## src/rtl/core/gvsd_pkg.sv

```systemverilog
// Package for the GARCH volatility spike detector: word types, register
// indexes, reset values and widths. It depends on nothing else.
package gvsd_pkg;

  localparam int COUNT_WIDTH = 32;

  localparam int MCAND_W  = 96;
  localparam int MPLIER_W = 48;
  localparam int ACC_W    = MCAND_W + MPLIER_W;
  localparam int MCNT_W   = 6;

  localparam int DIVD_W   = 53;
  localparam int DCNT_W   = 6;

  localparam int SQ_W     = 60;
  localparam int ROOT_W   = 30;
  localparam int SCNT_W   = 5;

  typedef struct packed {
    logic              mode;
    logic signed [47:0] sample;
  } in_word_t;

  typedef struct packed {
    logic [29:0]        sigma;
    logic [59:0]        variance;
    logic signed [47:0] innovation;
    logic               spike;
    logic [31:0]        spike_count;
    logic [31:0]        sample_count;
  } out_word_t;

  typedef enum logic [2:0] {
    REG_OMEGA       = 3'd0,
    REG_ALPHA       = 3'd1,
    REG_BETA        = 3'd2,
    REG_INIT_VAR    = 3'd3,
    REG_WARMUP      = 3'd4,
    REG_SPIKE_RATIO = 3'd5
  } reg_index_t;

  localparam logic [59:0] OMEGA_RESET    = 60'd1099512;
  localparam logic [31:0] ALPHA_RESET    = 32'd429496730;
  localparam logic [31:0] BETA_RESET     = 32'd3650722202;
  localparam logic [59:0] INIT_VAR_RESET = 60'd109951163;
  localparam logic [15:0] WARMUP_RESET   = 16'd10;
  localparam logic [31:0] RATIO_RESET    = 32'd33554432;
  localparam logic [29:0] PSIG_RESET     = 30'd10485;

  localparam logic [59:0] VAR_MIN  = 60'd110;
  localparam logic [59:0] VAR_MAX  = 60'd1099511627776000000;
  localparam logic [71:0] TERM_CAP = 72'd1 << 62;

  localparam logic [COUNT_WIDTH-1:0] CNT_MAX = '1;

endpackage

```

## src/rtl/core/garch_volatility_spike_detector.sv

```systemverilog
// Top level of the GARCH(1,1) volatility spike detector. It sequences the
// serial divider, multiplier and square root units. Uses gvsd_pkg.
//
// Usage: each input word carries a mode bit and a signed Q16.32 sample.
// Mode 0 updates the running mean, the GARCH variance, sigma and the spike
// test; mode 1 reloads the state from the initial variance register. Every
// input word yields exactly one output word with sigma, variance, innovation,
// the spike flag and both counts.
// A sample word passes through the divide by twenty in the mean update, the
// squaring of the innovation, the alpha and beta products, the square root
// and the ratio product, in that order, before its output word is ready. A
// clear word uses only the square root unit. One word is worked on at a
// time, so no new word is accepted until the last one has been passed to
// the output register. A new word is taken while the previous result waits
// in the output register. If the receiver stalls, the finished result holds
// until the output register frees and no further word is accepted.
// Reset loads the register defaults and the cleared state; configuration
// writes take effect at once and are to be made by the user only while the
// block is idle; the block itself does not enforce this.
module garch_volatility_spike_detector (
  input  logic                clk,
  input  logic                rst_n,
  input  logic                in_valid,
  output logic                in_ready,
  input  gvsd_pkg::in_word_t  in_data,
  output logic                out_valid,
  input  logic                out_ready,
  output gvsd_pkg::out_word_t out_data,
  input  logic                cfg_we,
  input  logic [2:0]          cfg_index,
  input  logic [59:0]         cfg_wdata
);

  typedef enum logic [3:0] {
    S_IDLE, S_DIV, S_SQ, S_AM, S_BM, S_SQRT, S_RM, S_CLR, S_OUT
  } state_t;

  localparam int CW = gvsd_pkg::COUNT_WIDTH;

  state_t state_r;

  logic [59:0] omega_r, iv_r;
  logic [31:0] alpha_r, beta_r, ratio_r;
  logic [15:0] warmup_r;

  logic signed [47:0] mean_r;
  logic [59:0]        var_r;
  logic [29:0]        psig_r;
  logic [CW-1:0]      scnt_r, kcnt_r;

  logic [47:0] x_r;
  logic        neg_r;
  logic [47:0] eps_r;
  logic [62:0] aterm_r;
  logic [59:0] vnew_r;
  logic [29:0] sigma_r;

  gvsd_pkg::out_word_t res_r, out_r;
  logic                out_valid_r;

  logic accept;

  logic [53:0] mean_ext, x_ext, sum, mag;
  logic [52:0] dividend;
  logic [47:0] mean_new;
  logic [48:0] eps49;
  logic [47:0] eps_sat, e_abs;
  logic [71:0] p56;
  logic [62:0] aterm;
  logic [59:0] bterm;
  logic [63:0] var64;
  logic [59:0] var_clamp;
  logic [61:0] lhs;
  logic        spike_hit;
  logic [CW-1:0] scnt_new, kcnt_new;

  logic                          div_start, div_done;
  logic [gvsd_pkg::DIVD_W-1:0]    div_q;
  logic                          mul_start, mul_done;
  logic [gvsd_pkg::MCAND_W-1:0]   mul_mcand;
  logic [gvsd_pkg::MPLIER_W-1:0]  mul_mplier;
  logic [gvsd_pkg::MCNT_W-1:0]    mul_nbits;
  logic [gvsd_pkg::ACC_W-1:0]     mul_acc;
  logic                          sq_start, sq_done;
  logic [gvsd_pkg::SQ_W-1:0]      sq_value;
  logic [gvsd_pkg::ROOT_W-1:0]    sq_root;

  assign in_ready = (state_r == S_IDLE);
  assign accept   = in_valid && in_ready;

  always_comb begin
    mean_ext = {{6{mean_r[47]}}, mean_r};
    x_ext    = {{6{in_data.sample[47]}}, in_data.sample};
    sum      = (mean_ext << 4) + (mean_ext << 1) + mean_ext + x_ext;
    mag      = sum[53] ? (~sum + 54'd1) : sum;
    dividend = mag[52:0] + 53'd10;

    mean_new = neg_r ? (~div_q[47:0] + 48'd1) : div_q[47:0];
    eps49    = {x_r[47], x_r} - {mean_new[47], mean_new};
    if (!eps49[48] && eps49[47]) begin
      eps_sat = {1'b0, {47{1'b1}}};
    end else if (eps49[48] && !eps49[47]) begin
      eps_sat = {1'b1, 47'd0};
    end else begin
      eps_sat = eps49[47:0];
    end
    e_abs = eps_sat[47] ? (~eps_sat + 48'd1) : eps_sat;

    p56   = mul_acc[143:72];
    aterm = (p56 > gvsd_pkg::TERM_CAP) ? gvsd_pkg::TERM_CAP[62:0] : p56[62:0];

    bterm = mul_acc[107:48];
    var64 = {4'd0, omega_r} + {1'b0, aterm_r} + {4'd0, bterm};
    if (var64 < {4'd0, gvsd_pkg::VAR_MIN}) begin
      var_clamp = gvsd_pkg::VAR_MIN;
    end else if (var64 > {4'd0, gvsd_pkg::VAR_MAX}) begin
      var_clamp = gvsd_pkg::VAR_MAX;
    end else begin
      var_clamp = var64[59:0];
    end

    lhs       = {8'd0, sigma_r, 24'd0};
    spike_hit = (scnt_r >= CW'(warmup_r)) && (psig_r != '0) && (lhs > mul_acc[79:18]);
    kcnt_new  = (spike_hit && kcnt_r != gvsd_pkg::CNT_MAX) ? kcnt_r + CW'(1) : kcnt_r;
    scnt_new  = (scnt_r != gvsd_pkg::CNT_MAX) ? scnt_r + CW'(1) : scnt_r;
  end

  always_comb begin
    div_start  = accept && !in_data.mode;
    sq_start   = 1'b0;
    sq_value   = iv_r;
    mul_start  = 1'b0;
    mul_mcand  = '0;
    mul_mplier = '0;
    mul_nbits  = '0;
    case (state_r)
      S_IDLE: begin
        sq_start = accept && in_data.mode;
      end
      S_DIV: begin
        mul_start  = div_done;
        mul_mcand  = gvsd_pkg::MCAND_W'(e_abs);
        mul_mplier = e_abs;
        mul_nbits  = gvsd_pkg::MCNT_W'(48);
      end
      S_SQ: begin
        mul_start  = mul_done;
        mul_mcand  = mul_acc[95:0];
        mul_mplier = gvsd_pkg::MPLIER_W'(alpha_r);
        mul_nbits  = gvsd_pkg::MCNT_W'(32);
      end
      S_AM: begin
        mul_start  = mul_done;
        mul_mcand  = gvsd_pkg::MCAND_W'(var_r);
        mul_mplier = gvsd_pkg::MPLIER_W'(beta_r);
        mul_nbits  = gvsd_pkg::MCNT_W'(32);
      end
      S_BM: begin
        sq_start = mul_done;
        sq_value = var_clamp;
      end
      S_SQRT: begin
        mul_start  = sq_done;
        mul_mcand  = gvsd_pkg::MCAND_W'(ratio_r);
        mul_mplier = gvsd_pkg::MPLIER_W'(psig_r);
        mul_nbits  = gvsd_pkg::MCNT_W'(30);
      end
      default: begin
      end
    endcase
  end

  gvsd_div20 u_div (
    .clk      (clk),
    .rst_n    (rst_n),
    .start    (div_start),
    .dividend (dividend),
    .done     (div_done),
    .quotient (div_q)
  );

  gvsd_mul u_mul (
    .clk    (clk),
    .rst_n  (rst_n),
    .start  (mul_start),
    .mcand  (mul_mcand),
    .mplier (mul_mplier),
    .nbits  (mul_nbits),
    .done   (mul_done),
    .acc    (mul_acc)
  );

  gvsd_sqrt u_sqrt (
    .clk   (clk),
    .rst_n (rst_n),
    .start (sq_start),
    .value (sq_value),
    .done  (sq_done),
    .root  (sq_root)
  );

  always_ff @(posedge clk) begin
    if (!rst_n) begin
      state_r     <= S_IDLE;
      out_valid_r <= 1'b0;
      omega_r     <= gvsd_pkg::OMEGA_RESET;
      alpha_r     <= gvsd_pkg::ALPHA_RESET;
      beta_r      <= gvsd_pkg::BETA_RESET;
      iv_r        <= gvsd_pkg::INIT_VAR_RESET;
      warmup_r    <= gvsd_pkg::WARMUP_RESET;
      ratio_r     <= gvsd_pkg::RATIO_RESET;
      mean_r      <= '0;
      var_r       <= gvsd_pkg::INIT_VAR_RESET;
      psig_r      <= gvsd_pkg::PSIG_RESET;
      scnt_r      <= '0;
      kcnt_r      <= '0;
    end else begin
      if (cfg_we) begin
        case (cfg_index)
          gvsd_pkg::REG_OMEGA:       omega_r  <= cfg_wdata;
          gvsd_pkg::REG_ALPHA:       alpha_r  <= cfg_wdata[31:0];
          gvsd_pkg::REG_BETA:        beta_r   <= cfg_wdata[31:0];
          gvsd_pkg::REG_INIT_VAR:    iv_r     <= cfg_wdata;
          gvsd_pkg::REG_WARMUP:      warmup_r <= cfg_wdata[15:0];
          gvsd_pkg::REG_SPIKE_RATIO: ratio_r  <= cfg_wdata[31:0];
          default: begin
          end
        endcase
      end

      if (out_valid_r && out_ready && (state_r != S_OUT)) begin
        out_valid_r <= 1'b0;
      end

      case (state_r)
        S_IDLE: begin
          if (accept) begin
            x_r     <= in_data.sample;
            neg_r   <= sum[53];
            state_r <= in_data.mode ? S_CLR : S_DIV;
          end
        end
        S_DIV: begin
          if (div_done) begin
            mean_r  <= mean_new;
            eps_r   <= eps_sat;
            state_r <= S_SQ;
          end
        end
        S_SQ: begin
          if (mul_done) begin
            state_r <= S_AM;
          end
        end
        S_AM: begin
          if (mul_done) begin
            aterm_r <= aterm;
            state_r <= S_BM;
          end
        end
        S_BM: begin
          if (mul_done) begin
            vnew_r  <= var_clamp;
            state_r <= S_SQRT;
          end
        end
        S_SQRT: begin
          if (sq_done) begin
            sigma_r <= sq_root;
            state_r <= S_RM;
          end
        end
        S_RM: begin
          if (mul_done) begin
            var_r              <= vnew_r;
            psig_r             <= sigma_r;
            scnt_r             <= scnt_new;
            kcnt_r             <= kcnt_new;
            res_r.sigma        <= sigma_r;
            res_r.variance     <= vnew_r;
            res_r.innovation   <= eps_r;
            res_r.spike        <= spike_hit;
            res_r.spike_count  <= 32'(kcnt_new);
            res_r.sample_count <= 32'(scnt_new);
            state_r            <= S_OUT;
          end
        end
        S_CLR: begin
          if (sq_done) begin
            mean_r             <= '0;
            var_r              <= iv_r;
            psig_r             <= sq_root;
            scnt_r             <= '0;
            kcnt_r             <= '0;
            res_r.sigma        <= sq_root;
            res_r.variance     <= iv_r;
            res_r.innovation   <= '0;
            res_r.spike        <= 1'b0;
            res_r.spike_count  <= '0;
            res_r.sample_count <= '0;
            state_r            <= S_OUT;
          end
        end
        S_OUT: begin
          if (!out_valid_r || out_ready) begin
            out_r       <= res_r;
            out_valid_r <= 1'b1;
            state_r     <= S_IDLE;
          end
        end
        default: begin
          state_r <= S_IDLE;
        end
      endcase
    end
  end

  assign out_valid = out_valid_r;
  assign out_data  = out_r;

endmodule

```

## src/rtl/core/gvsd_mul.sv

```systemverilog
// Serial-parallel multiplier: one multiplier bit per cycle, product in the
// accumulator after nbits steps, shifted up by MPLIER_W - nbits. Uses gvsd_pkg.
module gvsd_mul (
  input  logic                         clk,
  input  logic                         rst_n,
  input  logic                         start,
  input  logic [gvsd_pkg::MCAND_W-1:0]  mcand,
  input  logic [gvsd_pkg::MPLIER_W-1:0] mplier,
  input  logic [gvsd_pkg::MCNT_W-1:0]   nbits,
  output logic                         done,
  output logic [gvsd_pkg::ACC_W-1:0]    acc
);

  logic [gvsd_pkg::MCAND_W-1:0] mcand_r;
  logic [gvsd_pkg::ACC_W-1:0]   acc_r;
  logic [gvsd_pkg::MCNT_W-1:0]  cnt_r;
  logic                        busy_r;
  logic                        done_r;
  logic [gvsd_pkg::MCAND_W:0]   sum;

  always_comb begin
    sum = {1'b0, acc_r[gvsd_pkg::ACC_W-1:gvsd_pkg::MPLIER_W]} +
          (acc_r[0] ? {1'b0, mcand_r} : '0);
  end

  always_ff @(posedge clk) begin
    if (!rst_n) begin
      busy_r <= 1'b0;
      done_r <= 1'b0;
      cnt_r  <= '0;
    end else begin
      done_r <= busy_r && (cnt_r == gvsd_pkg::MCNT_W'(1));
      if (start) begin
        busy_r  <= 1'b1;
        cnt_r   <= nbits;
        mcand_r <= mcand;
        acc_r   <= {{gvsd_pkg::MCAND_W{1'b0}}, mplier};
      end else if (busy_r) begin
        acc_r <= {sum, acc_r[gvsd_pkg::MPLIER_W-1:1]};
        cnt_r <= cnt_r - gvsd_pkg::MCNT_W'(1);
        if (cnt_r == gvsd_pkg::MCNT_W'(1)) begin
          busy_r <= 1'b0;
        end
      end
    end
  end

  assign done = done_r;
  assign acc  = acc_r;

endmodule

```

## src/rtl/core/gvsd_div20.sv

```systemverilog
// Restoring divider by twenty, one quotient bit per cycle.
// Uses gvsd_pkg for widths.
module gvsd_div20 (
  input  logic                        clk,
  input  logic                        rst_n,
  input  logic                        start,
  input  logic [gvsd_pkg::DIVD_W-1:0]  dividend,
  output logic                        done,
  output logic [gvsd_pkg::DIVD_W-1:0]  quotient
);

  logic [gvsd_pkg::DIVD_W-1:0] q_r;
  logic [4:0]                 rem_r;
  logic [gvsd_pkg::DCNT_W-1:0] cnt_r;
  logic                       busy_r;
  logic                       done_r;
  logic [5:0]                 trial;
  logic                       ge;

  always_comb begin
    trial = {rem_r, q_r[gvsd_pkg::DIVD_W-1]};
    ge    = trial >= 6'd20;
  end

  always_ff @(posedge clk) begin
    if (!rst_n) begin
      busy_r <= 1'b0;
      done_r <= 1'b0;
      cnt_r  <= '0;
    end else begin
      done_r <= busy_r && (cnt_r == gvsd_pkg::DCNT_W'(1));
      if (start) begin
        busy_r <= 1'b1;
        cnt_r  <= gvsd_pkg::DCNT_W'(gvsd_pkg::DIVD_W);
        q_r    <= dividend;
        rem_r  <= '0;
      end else if (busy_r) begin
        rem_r <= ge ? 5'(trial - 6'd20) : trial[4:0];
        q_r   <= {q_r[gvsd_pkg::DIVD_W-2:0], ge};
        cnt_r <= cnt_r - gvsd_pkg::DCNT_W'(1);
        if (cnt_r == gvsd_pkg::DCNT_W'(1)) begin
          busy_r <= 1'b0;
        end
      end
    end
  end

  assign done     = done_r;
  assign quotient = q_r;

endmodule

```

## src/rtl/core/gvsd_sqrt.sv

```systemverilog
// Digit-by-digit integer square root, one root bit per cycle.
// Uses gvsd_pkg for widths.
module gvsd_sqrt (
  input  logic                       clk,
  input  logic                       rst_n,
  input  logic                       start,
  input  logic [gvsd_pkg::SQ_W-1:0]   value,
  output logic                       done,
  output logic [gvsd_pkg::ROOT_W-1:0] root
);

  logic [gvsd_pkg::SQ_W-1:0]   v_r;
  logic [gvsd_pkg::SQ_W-1:0]   r_r;
  logic [gvsd_pkg::SQ_W-1:0]   bit_r;
  logic [gvsd_pkg::SCNT_W-1:0] cnt_r;
  logic                       busy_r;
  logic                       done_r;
  logic [gvsd_pkg::SQ_W:0]     trial;
  logic                       ge;

  always_comb begin
    trial = {1'b0, r_r} + {1'b0, bit_r};
    ge    = {1'b0, v_r} >= trial;
  end

  always_ff @(posedge clk) begin
    if (!rst_n) begin
      busy_r <= 1'b0;
      done_r <= 1'b0;
      cnt_r  <= '0;
    end else begin
      done_r <= busy_r && (cnt_r == gvsd_pkg::SCNT_W'(1));
      if (start) begin
        busy_r <= 1'b1;
        cnt_r  <= gvsd_pkg::SCNT_W'(gvsd_pkg::ROOT_W);
        v_r    <= value;
        r_r    <= '0;
        bit_r  <= gvsd_pkg::SQ_W'(1) << (gvsd_pkg::SQ_W - 2);
      end else if (busy_r) begin
        if (ge) begin
          v_r <= v_r - trial[gvsd_pkg::SQ_W-1:0];
          r_r <= (r_r >> 1) + bit_r;
        end else begin
          r_r <= r_r >> 1;
        end
        bit_r <= bit_r >> 2;
        cnt_r <= cnt_r - gvsd_pkg::SCNT_W'(1);
        if (cnt_r == gvsd_pkg::SCNT_W'(1)) begin
          busy_r <= 1'b0;
        end
      end
    end
  end

  assign done = done_r;
  assign root = r_r[gvsd_pkg::ROOT_W-1:0];

endmodule

```

## config.mk

```make
export PLATFORM = sky130hd
export DESIGN_NAME = garch_volatility_spike_detector
export DESIGN_NICKNAME = d
export VERILOG_FILES = /design/src/rtl/core/gvsd_pkg.sv /design/src/rtl/core/garch_volatility_spike_detector.sv /design/src/rtl/core/gvsd_mul.sv /design/src/rtl/core/gvsd_div20.sv /design/src/rtl/core/gvsd_sqrt.sv
export SDC_FILE = /design/constraint.sdc
export NUM_CORES = 2
export LEC_CHECK = 0
export ABC_AREA = 1
export BUFFER_PORTS_ARGS = -buffer_cell sky130_fd_sc_hd__buf_4
export CAP_MARGIN = 20
export CELL_PAD_IN_SITES_DETAIL_PLACEMENT = 1
export CELL_PAD_IN_SITES_GLOBAL_PLACEMENT = 1
export CORE_UTILIZATION = 44
export CTS_BUF_LIST = sky130_fd_sc_hd__clkbuf_4
export DETAILED_ROUTE_END_ITERATION = 10
export PLACE_DENSITY_LB_ADDON = 0.1
export REMOVE_ABC_BUFFERS = 1
export SETUP_SLACK_MARGIN = 0.1
export SLEW_MARGIN = 10
export SYNTH_ARGS = -nofsm -noshare
export SYNTH_HDL_FRONTEND = slang
export SYNTH_SLANG_ARGS = --single-unit
```

## constraint.sdc

```tcl
create_clock -name clk -period 15.6 [get_ports clk]
set_input_delay 0.78 -clock clk [delete_from_list [all_inputs] [get_ports clk]]
set_output_delay 0.78 -clock clk [all_outputs]
set_load 0.1 [all_outputs]
```

==> impl_metrics.json <==
{
  "first_global_vias": 94600,
  "finalSetupTns_ns": 0,
  "crit-reg2reg-launch": "neg_r",
  "final_cell_area_mm2": 0.111,
  "post_synth_num_cell_types": 74,
  "worstRegToRegCells": 32,
  "post_route_antenna_net_violation_count": 0,
  "avgRoutedWirePerCell_um": 25.4,
  "timing_worst_setup_path_type": "flip-flop to flip-flop",
  "estimated_wirelength_of_the_detail_placed_design_um": 325000,
  "tightest_slew_ns": 1.17,
  "standard_cell_area_after_detailed_placement_mm2": 0.104,
  "total_power_mw": 13.2,
  "synth_xor_xnor_area_share": 0.0330,
  "max_slew_margin": 0.220,
  "crit_slowest_cell": "buf_4",
  "worstSetupStartpointType": "flip-flop",
  "worstSkewPairLatency_ns": 1.50,
  "grtUsageTotal": 0.366,
  "power_density_mw_per_mm2": 119,
  "hold_path_class": "input pin to flip-flop",
  "portBuffers": 321,
  "prevailing_post_synth_register_cell": "edfxtp_1",
  "synth-warning-count": 0,
  "postSynthCellCount": 12500,
  "postLayoutSetupSlackWorst_ns": 7.70,
  "yosys.area_share.adder": 0.0878,
  "worst_clock_skew_ns": 0.213,
  "cts_repair_resize_count": 0,
  "coreArea_mm2": 0.221,
  "globalplace.congestion": 0.977,
  "worst_setup_hold_path_clk_slew_ns": 0.07,
  "post_route_cells_drive_above_1_share": 0.0956,
  "max_freq_mhz": 127,
  "worst_r2r_endpoint": "u_mul.mcand_r[40]",
  "vias": 94000,
  "cts_tree": "built",
  "final_hold_viol_count": 0,
  "synth_most_common_cell": "nand2_1",
  "floorplan.die_area_mm2": 0.225,
  "largest_family_of_logic_cells_by_synthesized_area": "simple AND/OR/NAND/NOR gates",
  "r2r_setup_slack_ns": 7.70,
  "yosysTopAreaCellShare": 0.338,
  "syn-cell-area_mm2": 0.0980,
  "final-max-slew-violation-count": 0,
  "rsz_0062_raised_after_global_routing": "no",
  "h-tree-depth": 5,
  "critPathCapture": "u_mul.mcand_r[40]",
  "worst_setup_path_startpoint": "neg_r",
  "globalRoute.totalOverflow": 0,
  "final_core_util": 0.502,
  "synth-async-reset-ratio": 0,
  "setup_violations": 0,
  "run_status": "complete, no violations",
  "crit_path_end_kind": "flip-flop",
  "syn_avg_cell_area_um2": 7.84,
  "p_leak_nw": 49.0,
  "filler_cell_count": 27500,
  "min_period_ns": 7.90,
  "synth_seq_area_share": 0.432,
  "synth_compound_area_frac": 0.135,
  "simple_gate_fraction_of_synth_area": 0.224,
  "path_common_cell": "nand2_1",
  "final_critical_path_share_of_the_clock_period": 0.507,
  "cap_violations": 0,
  "finish.net_count": 13900,
  "synth_common_cells": "nand2_1, inv_1, nor2_1",
  "maximum_number_of_pins_on_one_net_before_global_route_repair": 93,
  "place_ws_ns": 7.92,
  "grt_pass1_wl_um": 610000,
  "drcViolationCount": 0,
  "critical_path.max_fanout": 62,
  "critical_path_arrival_ns": 9.05,
  "route.detailed.vias_per_inst": 5.70,
  "drt_first_iter_violations": 9094,
  "syn_to_final_growth_pct": 13.0,
  "die_width_um": 474,
  "netlist_top_cells_area": "edfxtp_1, nand2_1, dfxtp_1",
  "clock_buffer_count_from_cts": 440,
  "drt-pass1-iter-count": 8,
  "start_util": 0.444,
  "synth.largest_area_cell": "edfxtp_1",
  "die-height_um": 474,
  "cp_data_required_time_ns": 16.74,
  "number_of_cell_rows": 172,
  "cts_post_setup_buffers_inserted": 0,
  "cts-root-to-sink-buffers": 4,
  "worst_ir_drop_vdd_mv": 0.0813,
  "stdcell_count": 16500,
  "grt_antenna_before_repair": 43,
  "pin_count": 322,
  "cp_slowest_stage_delay_ns": 0.55,
  "routed_wire_length_um": 419000,
  "clockRootBuffer": "clkbuf_4",
  "hold-worst-slack_ns": 0.130,
  "clock_sinks": 1566,
  "synth.mux.area_fraction": 0,
  "dp.cells": 15500,
  "synth_enable_flop_cells": 1104,
  "postSynthRegisterBits": 1566
}
-- placed cells by master, fill, tap and decap left out, types with 20 or more instances in the layout --
cell	Yosys	layout
nor4_1	77	76
a211oi_1	46	46
inv_1	1899	1894
nand2_1	2674	2670
nor2_2	31	38
dfxtp_1	462	462
ha_1	435	435
edfxtp_1	1104	1104
nand2_2	33	33
nand3_1	480	480
o211ai_1	25	25
a21boi_0	23	22
buf_4	4	399
xor2_1	263	263
nand4_1	196	196
nor2_1	1555	1536
a21o_1	42	42
dlygate4sd3_1	0	156
o21ai_1	39	39
inv_2	14	20
o22ai_1	20	20
a31oi_1	135	135
xnor2_1	106	106
nor3_1	132	131
o21bai_1	35	35
clkbuf_4	0	649
clkinv_1	5	97
fa_1	158	158
clkinv_2	0	35
or2_2	45	45
o21a_1	50	50
o21ai_0	914	913
nand3b_1	30	30
a21oi_1	982	980
-- timing repair --
action,4_1_cts,5_1_grt
hold endpoints to repair,324,0
hold buffers,156,0
setup endpoints to repair,0,0
-- layer usage --
layer  part of all wire  up-vias  global-route usage
li1                   -    42900                   -
met1               0.44    46500               0.510
met2               0.44     3800               0.557
met3              0.080      813              0.0604
met4              0.046       16               0.159
met5            0.00020        -                   0
-- power breakdown --
part           switching (mW)  total, mW  internal, mW  leakage (nW)
combinational            3.13       4.36          1.23          31.9
clock                    1.95       3.90          1.95          3.33
sequential              0.175       4.92          4.75          13.8
total                    5.25       13.2          7.93          49.0
-- cell families after synthesis --
family	count (synthesis)
simple gates	5298
compound gates	2419
fa+ha+maj	593
flops	1566
xor+xnor	369
buf+inv	2264
-- area by class of cell --
cell class / instances / area [um2] / area share
Antenna cell: 15 / 37.5 / 0.000339
Clock inverter: 141 / 669 / 0.00604
Tap cell: 2958 / 3700 / 0.0334
Sequential cell: 1566 / 42400 / 0.383
Clock buffer: 649 / 4870 / 0.0440
Inverter: 1918 / 7220 / 0.0652
Timing Repair Buffer: 557 / 4580 / 0.0413
Multi-Input combinational cell: 8679 / 47300 / 0.427
-- sequential cells by signal (all words and copies together) (netlist names), 32 cells and up --
register / count
u_div.quotient: 53
kcnt_r: 32
var_r: 60
u_sqrt.v_r: 60
scnt_r: 32
u_mul.acc: 144
ratio_r: 32
x_r: 48
out_data: 203
u_mul.mcand_r: 96
vnew_r: 60
u_sqrt.r_r: 60
mean_r: 48
beta_r: 32
res_r: 203
omega_r: 60
iv_r: 60
alpha_r: 32
eps_r: 48
aterm_r: 63
-- worst min-delay path by stage --
stage                start      endpoint  slack, ns  cells after the start
3_5_place_dp     res_r[11]  out_data[11]       0.41                      0
6_report       in_data[29]       x_r[29]       0.13                      2
3_3_place_gp      res_r[8]   out_data[8]       0.40                      0
2_1_floorplan     res_r[0]   out_data[0]       0.40                      0
4_1_cts        in_data[20]       x_r[20]      0.005                      2
5_1_grt        in_data[20]       x_r[20]       0.04                      2
-- worst max-delay path: cells and delay by family (launching register included) --
family / cells / cell delay, ns
flops: 1 / 0.33
xor+xnor: 1 / 0.26
compound gates: 5 / 1.33
buf+inv: 6 / 1.58
simple gates: 18 / 3.47
fa+ha+maj: 2 / 0.58
Power figures use the tool's default switching activity.
